--- config.mk ---
export PLATFORM = sky130hd
export DESIGN_NAME = rstk_ctrl
export DESIGN_NICKNAME = d
export VERILOG_FILES = /design/src/rtl/core/rstk_pkg.sv /design/src/rtl/core/rstk_ctrl.sv
export SDC_FILE = /design/constraint.sdc
export NUM_CORES = 1
export LEC_CHECK = 0
export BUFFER_PORTS_ARGS = -buffer_cell sky130_fd_sc_hd__buf_4
export CAP_MARGIN = 0
export CORE_AREA = 2 2 39 41
export DETAILED_ROUTE_END_ITERATION = 8
export DIE_AREA = 0 0 41 43
export GPL_ROUTABILITY_DRIVEN = 0
export GPL_TIMING_DRIVEN = 0
export PLACE_DENSITY_LB_ADDON = 0.12
export SETUP_SLACK_MARGIN = 0.3
export SLEW_MARGIN = 20
export SYNTH_ARGS = -nofsm -noshare
export SYNTH_HDL_FRONTEND = slang
export SYNTH_SLANG_ARGS = --single-unit
--- constraint.sdc ---
create_clock -name clk_i -period 2.6 [get_ports clk_i]
set_clock_uncertainty 0.05 [all_clocks]
set_input_delay 0.26 -clock clk_i [delete_from_list [all_inputs] [get_ports clk_i]]
set_output_delay 0.26 -clock clk_i [all_outputs]
set_load 0.01 [all_outputs]
--- src/rtl/core/rstk_pkg.sv ---
// Shared types and constants for the resizing stack tracker.
package rstk_pkg;

  localparam int unsigned CapWidth  = 12;
  localparam int unsigned RegWidth  = 11;
  localparam int unsigned OutWidth  = 32;
  localparam int unsigned CfgIdxW   = 2;

  localparam logic [CapWidth-1:0] CapMax   = 12'hFFF;
  localparam logic [CapWidth-1:0] CapReset = 12'd10;
  localparam logic [RegWidth-1:0] MinReset = 11'd10;

  localparam logic KIND_PUSH = 1'b0;
  localparam logic KIND_POP  = 1'b1;

  localparam logic [1:0] STATUS_OK    = 2'd0;
  localparam logic [1:0] STATUS_EMPTY = 2'd1;
  localparam logic [1:0] STATUS_FULL  = 2'd2;

  localparam logic [CfgIdxW-1:0] CFG_IDX_INIT_CAP = 2'd0;
  localparam logic [CfgIdxW-1:0] CFG_IDX_MIN_CAP  = 2'd1;

  // Controller to datapath
  typedef struct packed {
    logic accept;   // input word taken this edge
    logic capture;  // store read data is valid, latch popped word
  } rstk_cmd_t;

  // Datapath to controller
  typedef struct packed {
    logic empty;    // no words held
  } rstk_stat_t;

endpackage

--- src/rtl/core/rstk_ctrl.sv ---
// Handshake and sequencing controller for the resizing stack tracker.
module rstk_ctrl import rstk_pkg::*; (
  input  logic       clk_i,
  input  logic       rst_ni,
  input  logic       in_valid_i,
  output logic       in_stall_o,
  input  logic       kind_i,
  output logic       out_valid_o,
  input  logic       out_stall_i,
  output rstk_cmd_t  cmd_o,
  input  rstk_stat_t stat_i
);

  typedef enum logic [1:0] {
    ST_IDLE = 2'b01,
    ST_READ = 2'b10
  } state_e;

  state_e state_q, state_d;
  logic   out_valid_q, out_valid_d;
  logic   accept;
  logic   needs_read;

  assign in_stall_o = (state_q != ST_IDLE) || (out_valid_q && out_stall_i);
  assign accept     = in_valid_i && !in_stall_o;
  assign needs_read = (kind_i == KIND_POP) && !stat_i.empty;

  always_comb begin
    state_d       = state_q;
    cmd_o.accept  = 1'b0;
    cmd_o.capture = 1'b0;
    out_valid_d   = out_valid_q && out_stall_i;
    case (state_q)
      ST_IDLE: begin
        if (accept) begin
          cmd_o.accept = 1'b1;
          if (needs_read) begin
            state_d = ST_READ;
          end else begin
            out_valid_d = 1'b1;
          end
        end
      end
      ST_READ: begin
        cmd_o.capture = 1'b1;
        out_valid_d   = 1'b1;
        state_d       = ST_IDLE;
      end
      default: begin
        state_d = ST_IDLE;
      end
    endcase
  end

  always_ff @(posedge clk_i or negedge rst_ni) begin
    if (!rst_ni) begin
      state_q     <= ST_IDLE;
      out_valid_q <= 1'b0;
    end else begin
      state_q     <= state_d;
      out_valid_q <= out_valid_d;
    end
  end

  assign out_valid_o = out_valid_q;

endmodule

After elaboration in Yosys (flattened, before gate mapping)
Cells that the tools add are included.
- register bits: 3
- logic and storage cells: 23
- eq/ne operators: 5
- multiplexer cells: 9
- reductions and logical operators: 7
- operators with widths (kind ; count):
    2-bit 2-to-1 mux ; 3
    1-bit 2-to-1 mux ; 5
    2-bit != test (second input constant) ; 2
    1-bit logical AND ; 3
    2-bit by 1-bit equality test with 1-bit output (second input constant) ; 1
    2-bit equality test (second input constant) ; 1
    1-bit zero test ; 2
    2-bit by 1-bit != test with 1-bit output (second input constant) ; 1
    1-bit case mux with 2 select lines ; 1
    2-bit AND reduction ; 1
    1-bit logical OR ; 1

Logic depth before layout (Yosys ltp)
Gate-level depths: netlist (run 1).
- depth after elaboration: 6
- mapped depth: 4
- depth with buffers taken out: 4

Worst setup path before layout (run 1)
No wires, ideal clock.
- kind: flip-flop to flip-flop
- from: register state_q[0]
- to: register out_valid_q (netlist: out_valid_o)
- library setup time: 0.132 ns
- arrival: 1.074 ns
- required time: 2.418 ns
- path slack: 1.344 ns
- stages on the path, launching flop included: 5
- buffers on the path: 0
- clock period less this slack: 1.256 ns
- cells stage by stage: dfstp_2 > inv_1 > ha_1 > a221oi_1 > a211oi_1
- cells in the longest elaborated chain, start to end: 6
- RTL lines (element ; line ; text):
    start, declared ; rstk_ctrl.sv:19 ; state_e state_q, state_d;
    start signal, assigned ; rstk_ctrl.sv:60 ; state_q <= state_d;
    2-bit by 1-bit != test with 1-bit output ; rstk_ctrl.sv:24 ; assign in_stall_o = (state_q != ST_IDLE) || (out_valid_q && out_stall_i);
    1-bit logical OR ; rstk_ctrl.sv:24 ;
    1-bit zero test ; rstk_ctrl.sv:25 ; assign accept = in_valid_i && !in_stall_o;
    1-bit logical AND ; rstk_ctrl.sv:25 ;
    1-bit 2-to-1 mux ; rstk_ctrl.sv:35 ; if (accept) begin
    1-bit case mux with 2 select lines * ; rstk_ctrl.sv:33 ; case (state_q)
    net out_valid_d ; rstk_ctrl.sv:20 ; logic out_valid_q, out_valid_d;
    end signal, assigned ; rstk_ctrl.sv:61 ; out_valid_q <= out_valid_d;
    end, declared ; rstk_ctrl.sv:20 ;
Mark *: on every way through the listed nets, which the timed path passes. The rest lies on a longest branch.
A chain may end at the register's enable or synchronous reset.

==> flow_summary.yaml, run 1 <==
final_layout:
  n_antenna_cell: 0
  nets: 40
  fillCellCount: 154
  final_common_cell: "buf_4"
  instances_no_fill: 47
  layout_common_cells: "buf_4, clkbuf_4"
  area_growth_pct: 69.72
  drive_gt1_share_pct: 45.16
  fin_util_pct: 21.79
sta:
  relSlewSlack_pct: 84.06
  drv_slew: 0
  max_freq_mhz: 612.6
  rsz0062_at_grt: "no"
  setup_viol: 0
  finalCriticalPeriod_ns: 1.632
  worst_pin_slew_ns: 0.2391
  setup-tns-final_ns: 0
  hold_viol_final: 0
  final.period_utilization_pct: 62.79
global_route:
  grt_usage_pct: 7.723
  grt_pass1_wl_um: 821
  grt_pass1_vias: 210
  use_met1_pct: 8.654
  grtUsageMet2_pct: 9.063
  grt_max_degree: 6
  use_met3_pct: 3.141
  busiest_layer: "met4"
  antenna_found_initial: 0
  overflow: 0
yosys:
  synth_top_family_by_area: "simple AND/OR/NAND/NOR gates"
  ys_ff_latch: 3
  yosys.area_share.simple_pct: 20.42
  ys.warnings.count: 0
  synth_area_um2: 177.7
  synth-xor-area-share_pct: 0
  synthDistinctLibCells: 13
  yosysTopAreaCell: "dfrtp_1"
  syn-num-nets: 25
  synth_top_area_share_pct: 28.17
  synth.area.top_cells: "dfrtp_1, dfstp_2, ha_1"
  muxShareOfSynthArea_pct: 0
  ys_seq_area_share_pct: 42.96
  syn_avg_cell_area_um2: 10.45
  syn-instance-count: 17
  synth_fa_ha_area_share_pct: 14.08
  synth_compound_area_share_pct: 18.31
die:
  coreArea_mm2: 0.001384
  ios: 10
  row_count: 14
  chipHeight_um: 43
  die-width_um: 41
  start_util_pct: 12.84
  die_area_mm2: 0.001763
critical_path:
  crit_family: "flip-flops"
  path_buf_inv: 1
  cp.arrival_ns: 1.32
  critPathMaxStageDelay_ns: 0.52
  crit_chain: "ha_1 > and3_4 > buf_4"
  slowest_stage: "dfstp_2"
  crit_required_ns: 2.29
  cp-start-kind: "flop"
  path_max_fanout: 5
  path_class: "flop to primary output"
  end_kind: "primary output"
route:
  drt_iter0_drc: 0
  wire_per_inst_um: 9.255
  viasPerCell: 3.745
  vias: 176
  ant_nets: 0
  drt_drc_violations_left: 0
  totalWireLength_um: 435
  drt_pass1_iterations: 1
worst_hold_path:
  worstHoldPathType: "primary input to flop"
clock_tree:
  cts_sinks: 3
  clk_path_buf_depth: 2
  path_clk_slew_ns: 0.04
  cts_tree: "yes"
  h-tree-depth: 1
  cts_made_buffers: 3
  cts-root-buf: "clkbuf_4"
  clock_latency_ns: 0.23
  cts_resized: 0
power:
  p_leak_nw: 0.1513
  power.density_mw_per_mm2: 1011
  peakVddDrop_mv: 0.2080
placement:
  hpwl_um: 361.2
  io_buffers: 9
  placed_cells_incl_taps: 42
run:
  drv_cap: 0
outcome:
  status: "finished, final reports clean"
[state kept, by name (all words and copies together) (netlist names)]
name / flops
out_valid_o: 1
state_q: 2
[what timing repair did]
action	in CTS	in global routing
hold buffers	1	0
buffers inserted	0	0
endpoints found under the hold margin	3	0
[through the flow]
| step | power [mW] | setup slack [ns] | hold slack [ns] | area [um2] |
|---|---|---|---|---|
| 2_1_floorplan | 0.1660 | 1.344 | -0.08559 | 177.7 |
| 3_3_place_gp | 0.2291 | 1.198 | 0.0003675 | 265.3 |
| 3_5_place_dp | 0.2248 | 1.222 | 0.001003 | 265.3 |
| 4_1_cts | 0.3114 | 0.9591 | 0.2812 | 301.5 |
| 5_1_grt | 0.3395 | 0.8892 | 0.3165 | 301.5 |
| 6_report | 0.3049 | 0.9676 | 0.2840 | 301.5 |
[where the power goes]
group          switching [mW]  total, mW  internal (mW)
registers              0.0135     0.0828         0.0693
clock network          0.0234     0.0808         0.0575
logic                  0.0663      0.141         0.0750
[area by class of cell]
type	count	area [um2]	share of cell area (%)
Sequential cell	3	76.32	25.31
Inverter	2	7.507	2.490
Clock buffer	4	26.28	8.714
Multi-Input combinational cell	12	93.84	31.12
Tap cell	16	20.02	6.639
Timing Repair Buffer	10	77.57	25.73
[cell families after synthesis]
| family | count (synthesis) |
|---|---|
| AO/OA/AOI/OAI | 4 |
| adder cells (fa/ha/maj) | 2 |
| buffers and inverters | 2 |
| flip-flops | 3 |
| AND/OR/NAND/NOR | 6 |
[synth_stat cells]
cell      count
a211oi_1      1
nor2b_1       1
inv_1         2
nand2b_1      1
nor3_1        1
nand2_1       2
a22o_1        1
and3_4        1
ha_1          2
a221oi_1      1
a22oi_1       1
dfrtp_1       2
dfstp_2       1
[tightest hold or removal path, cell delays in order]
cell and delay, ns:
buf_4 0.08, nor2b_1 0.04, a22oi_1 0.13
[final timing paths]
path / cells after the start / slack [ns] / from / endpoint
setup / recovery: 3 / 0.97 / state_q[0] / cmd_o[1]
hold / removal: 3 / 0.28 / stat_i / state_q[0]
setup reg to reg: 4 / 1.29 / state_q[0] / out_valid_o
hold reg to reg: 2 / 0.47 / state_q[0] / state_q[0]
max in group asynchronous: 2 / 2.01 / rst_ni / state_q[0]
min in group asynchronous: 2 / 0.31 / rst_ni / state_q[1]
[routing by layer]
metal,vias up,wire (um)
li1,89,-
met1,81,177
met2,4,209
met3,2,34
met4,0,13
met5,-,0
No activity file was read; power rests on OpenSTA's default activity.
==> run 2, diff against run 1 <==
==> constraint.sdc (replaced) <==
create_clock -name clk_i -period 1.4 [get_ports clk_i]
set_clock_uncertainty 0.05 [all_clocks]
set_input_delay 0.14 -clock clk_i [delete_from_list [all_inputs] [get_ports clk_i]]
set_output_delay 0.14 -clock clk_i [all_outputs]
set_load 0.01 [all_outputs]
==> flow_summary.yaml, run 2 (same netlist as run 1, synthesis figures left out) <==
global_route:
  grt_pass1_vias: 227
  grt_pass1_wl_um: 890
  antenna_found_initial: 0
  overflow: 0
  grt_usage_pct: 7.932
  grt_max_degree: 4
sta:
  worst_pin_slew_ns: 0.2150
  final.period_utilization_pct: 99.68
  relSlewSlack_pct: 85.58
  finalCriticalPeriod_ns: 1.396
  drv_slew: 0
  setup_viol: 0
  hold_viol_final: 0
  max_freq_mhz: 716.5
  rsz0062_at_grt: "yes"
  setup-tns-final_ns: 0
final_layout:
  n_antenna_cell: 0
  area_growth_pct: 116.2
  instances_no_fill: 51
  nets: 44
  drive_gt1_share_pct: 71.43
  final_common_cell: "buf_4"
  top_register: "state_q"
  fillCellCount: 152
  design_area_um2: 384.1
  fin_util_pct: 27.76
  largest_reg_flops: 2
  layout_common_cells: "buf_4, clkbuf_4, buf_6"
critical_path:
  crit_required_ns: 1.21
  crit_start: "state_q[0]"
  r2r_end: "out_valid_o"
  r2r_cells: 4
  rr_startpoint: "state_q[0]"
  path_class: "flop to primary output"
  path_max_fanout: 3
  ff2ff_setup_slack_ns: 0.15
  cp-start-kind: "flop"
  end_kind: "primary output"
  cp-endpoint: "cmd_o[1]"
  cp.arrival_ns: 1.21
route:
  vias: 194
  ant_nets: 0
  drt_iter0_drc: 0
  totalWireLength_um: 496
  wire_per_inst_um: 9.725
  drt_pass1_iterations: 1
  drt_drc_violations_left: 0
  viasPerCell: 3.804
clock_tree:
  clock_latency_ns: 0.23
  cts-root-buf: "clkbuf_4"
  cts_tree: "yes"
  h-tree-depth: 1
  clk_path_buf_depth: 2
  path_clk_slew_ns: 0.04
  cts_sinks: 3
  cts_made_buffers: 3
die:
  die_area_mm2: 0.001763
  start_util_pct: 12.84
  die-width_um: 41
  coreArea_mm2: 0.001384
  row_count: 14
  ios: 10
  chipHeight_um: 43
run:
  drv_cap: 0
power:
  p_leak_nw: 0.1738
  peakVddDrop_mv: 0.6512
  finalPower_mw: 0.7533
  power.density_mw_per_mm2: 1961
worst_hold_path:
  worstHoldPathType: "primary input to flop"
  worstHoldPathCells: 3
placement:
  io_buffers: 9
  hpwl_um: 378.1
  placed_cells_incl_taps: 42
  placed_area_um2: 301.5
outcome:
  status: "finished, final reports clean"
## run 2: worst min path at each step
stage / to / slack, ns / startpoint
floorplan: out_valid_o / -0.21 / rst_ni
global placement: state_q[1] / -0.12 / rst_ni
detailed placement: state_q[1] / -0.12 / rst_ni
CTS: state_q[1] / 0.18 / rst_ni
global route: state_q[0] / 0.17 / stat_i
finish: state_q[0] / 0.15 / stat_i
## run 2: final cells by class
cell class	instances	area, um2	share of cell area (%)
Sequential cell	3	76.32	19.87
Inverter	2	7.507	1.954
Tap cell	16	20.02	5.212
Multi-Input combinational cell	12	135.1	35.18
Timing Repair Buffer	14	118.9	30.94
Clock buffer	4	26.28	6.840
## run 2: routing by layer
metal | part of all wire, % | GRT usage (%) | vias to the layer above
li1 | - | - | 96
met1 | 45 | 9.646 | 91
met2 | 49 | 10.31 | 7
met3 | 6.5 | 2.094 | 0
met4 | 0 | 8.000 | 0
met5 | 0 | 0 | -
## run 2: metrics by stage
| stage | hold slack [ns] | setup slack [ns] |
|---|---|---|
| after floorplan | -0.2056 | 0.2467 |
| after global placement | -0.1216 | 0.1356 |
| after detailed placement | -0.1185 | 0.1479 |
| after CTS | 0.1804 | -0.02167 |
| after global routing | 0.1747 | -0.03494 |
| final | 0.1505 | 0.004417 |
## run 2: repair_timing
action	CTS	global route
pin swaps	1	2
hold endpoints to repair	3	0
hold buffers	1	0
gates resized for setup	3	1
setup buffers	4	0
endpoints found under the setup margin	6	6
## run 2: power by group
group / leakage, nW / switching (mW) / internal [mW]
sequential: 0.0365 / 0.0366 / 0.129
clock: 0.0150 / 0.0421 / 0.107
combinational: 0.122 / 0.177 / 0.262
total: 0.174 / 0.256 / 0.498
## run 2: critical path, stage by stage, from the launching register on
cell and delay [ns]:
dfstp_2 0.56, ha_4 0.15, and3_4 0.18, buf_6 0.10
==> run 3, diff against run 2 <==
--- a/config.mk
+++ b/config.mk
@@ -12,9 +12,8 @@
 export DIE_AREA = 0 0 41 43
 export GPL_ROUTABILITY_DRIVEN = 0
 export GPL_TIMING_DRIVEN = 0
-export PLACE_DENSITY_LB_ADDON = 0.12
 export SETUP_SLACK_MARGIN = 0.3
-export SLEW_MARGIN = 20
+export SLEW_MARGIN = 30
 export SYNTH_ARGS = -nofsm -noshare
 export SYNTH_HDL_FRONTEND = slang
 export SYNTH_SLANG_ARGS = --single-unit
==> flow_summary.yaml, run 3 (same netlist as run 1, synthesis figures left out) <==
final_layout:
  top_register: "state_q"
  final_common_cell: "buf_4"
  design_area_um2: 427.9
  instances_no_fill: 56
  area_growth_pct: 140.8
  largest_reg_flops: 2
  nets: 49
  drive_gt1_share_pct: 77.50
  fillCellCount: 145
  n_antenna_cell: 0
  layout_common_cells: "buf_4, buf_6, clkbuf_4"
clock_tree:
  cts_made_buffers: 3
  cts_sinks: 3
  cts-root-buf: "clkbuf_4"
  clk_path_buf_depth: 2
  cts_tree: "yes"
  h-tree-depth: 1
  path_clk_slew_ns: 0.04
  clock_latency_ns: 0.23
route:
  drt_pass1_iterations: 2
  ant_nets: 0
  vias: 216
  drt_drc_violations_left: 0
  viasPerCell: 3.857
  wire_per_inst_um: 9.679
  totalWireLength_um: 542
  drt_iter0_drc: 3
global_route:
  grt_usage_pct: 8.249
  grt_pass1_wl_um: 883
  grt_pass1_vias: 221
  overflow: 0
  antenna_found_initial: 0
  grt_max_degree: 4
power:
  p_leak_nw: 0.1997
  finalPower_mw: 0.8420
  peakVddDrop_mv: 0.6759
  power.density_mw_per_mm2: 1968
die:
  start_util_pct: 12.84
  die-width_um: 41
  coreArea_mm2: 0.001384
  chipHeight_um: 43
  die_area_mm2: 0.001763
  row_count: 14
  ios: 10
placement:
  placed_area_um2: 301.5
  io_buffers: 9
  hpwl_um: 361.6
  placed_cells_incl_taps: 42
sta:
  relSlewSlack_pct: 86.88
  setup_viol: 0
  max_freq_mhz: 725.1
  final.period_utilization_pct: 98.51
  finalCriticalPeriod_ns: 1.379
  worst_pin_slew_ns: 0.1957
  hold_viol_final: 0
  rsz0062_at_grt: "yes"
  drv_slew: 0
critical_path:
  crit_required_ns: 1.46
  crit_path_frequent_cell: "buf_4"
  crit_chain: "buf_4 > inv_2 > ha_4 > buf_4 > nor3_2 > a211oi_1"
  crit_family: "flip-flops"
  critPathMaxStageDelay_ns: 0.54
  path_class: "flop to flop"
  end_kind: "flop"
  path_buf_inv: 3
  path_max_fanout: 2
  cp.arrival_ns: 1.44
  slowest_stage: "dfstp_2"
  cp-start-kind: "flop"
outcome:
  status: "finished, final reports clean"
worst_hold_path:
  worstHoldPathType: "primary input to flop"
run:
  drv_cap: 0
## run 3: cell types whose count changed in the layout (fill, tap and decap cells not counted)
cell,before,now
buf_4,10,14
buf_6,3,4
nand2_1,2,1
nand2_2,0,1
## run 3: through the flow
step | setup TNS (ns) | util, % | worst slack [ns] | hold WS, ns
5_1_grt | -0.05576 | 30.92 | -0.01809 | 0.1822
4_1_cts | -0.01429 | 29.84 | -0.01429 | 0.1562
3_5_place_dp | 0 | 21.79 | 0.1807 | -0.1180
6_report | 0 | 30.92 | 0.02083 | 0.1687
3_3_place_gp | 0 | 21.79 | 0.1931 | -0.1187
2_1_floorplan | 0 | - | 0.2467 | -0.2056
## run 3: final cells by class
| class | instances | area, um2 | area share, % |
|---|---|---|---|
| clock buffers | 4 | 26.28 | 6.140 |
| inverters | 2 | 7.507 | 1.754 |
| multi-input cells | 12 | 137.6 | 32.16 |
| flip-flops and latches | 3 | 76.32 | 17.84 |
| well taps | 16 | 20.02 | 4.678 |
| repair buffers | 19 | 160.2 | 37.43 |
## run 3: worst paths after layout
| kind | cells past startpoint | slack [ns] | endpoint | start |
|---|---|---|---|---|
| worst max-delay path | 6 | 0.02 | out_valid_o | state_q[0] |
| worst min-delay path | 3 | 0.17 | state_q[0] | stat_i |
| worst max register to register | 6 | 0.02 | out_valid_o | state_q[0] |
| worst min register to register | 2 | 0.60 | out_valid_o | out_valid_o |
| max in group asynchronous | 2 | 0.93 | state_q[0] | rst_ni |
| min in group asynchronous | 2 | 0.18 | out_valid_o | rst_ni |
## run 3: what timing repair did
| item | 4_1_cts | 5_1_grt |
|---|---|---|
| gates resized for setup | 6 | 0 |
| setup endpoints to repair | 6 | 6 |
| pin swaps | 4 | 2 |
| hold buffers | 1 | 0 |
| buffers inserted | 7 | 2 |
| endpoints found under the hold margin | 3 | 0 |
## run 3: metal layers
| layer | GRT usage [%] | wire, um | vias to the layer above |
|---|---|---|---|
| met2 | 9.375 | 236 | 13 |
| met4 | 2.000 | 0 | 0 |
| met3 | 9.424 | 70 | 0 |
| met1 | 10.03 | 236 | 97 |
| li1 | - | - | 106 |
| met5 | 0 | 0 | - |
## run 3: power breakdown
group / internal, mW / leakage [nW] / switching, mW
registers: 0.129 / 0.0365 / 0.0259
logic: 0.331 / 0.148 / 0.205
clock network: 0.107 / 0.0150 / 0.0441
total: 0.567 / 0.200 / 0.275
## run 3: tightest hold or removal path: stages
cell     delay, ns
buf_4         0.08
nor2b_1       0.05
a22oi_2       0.13
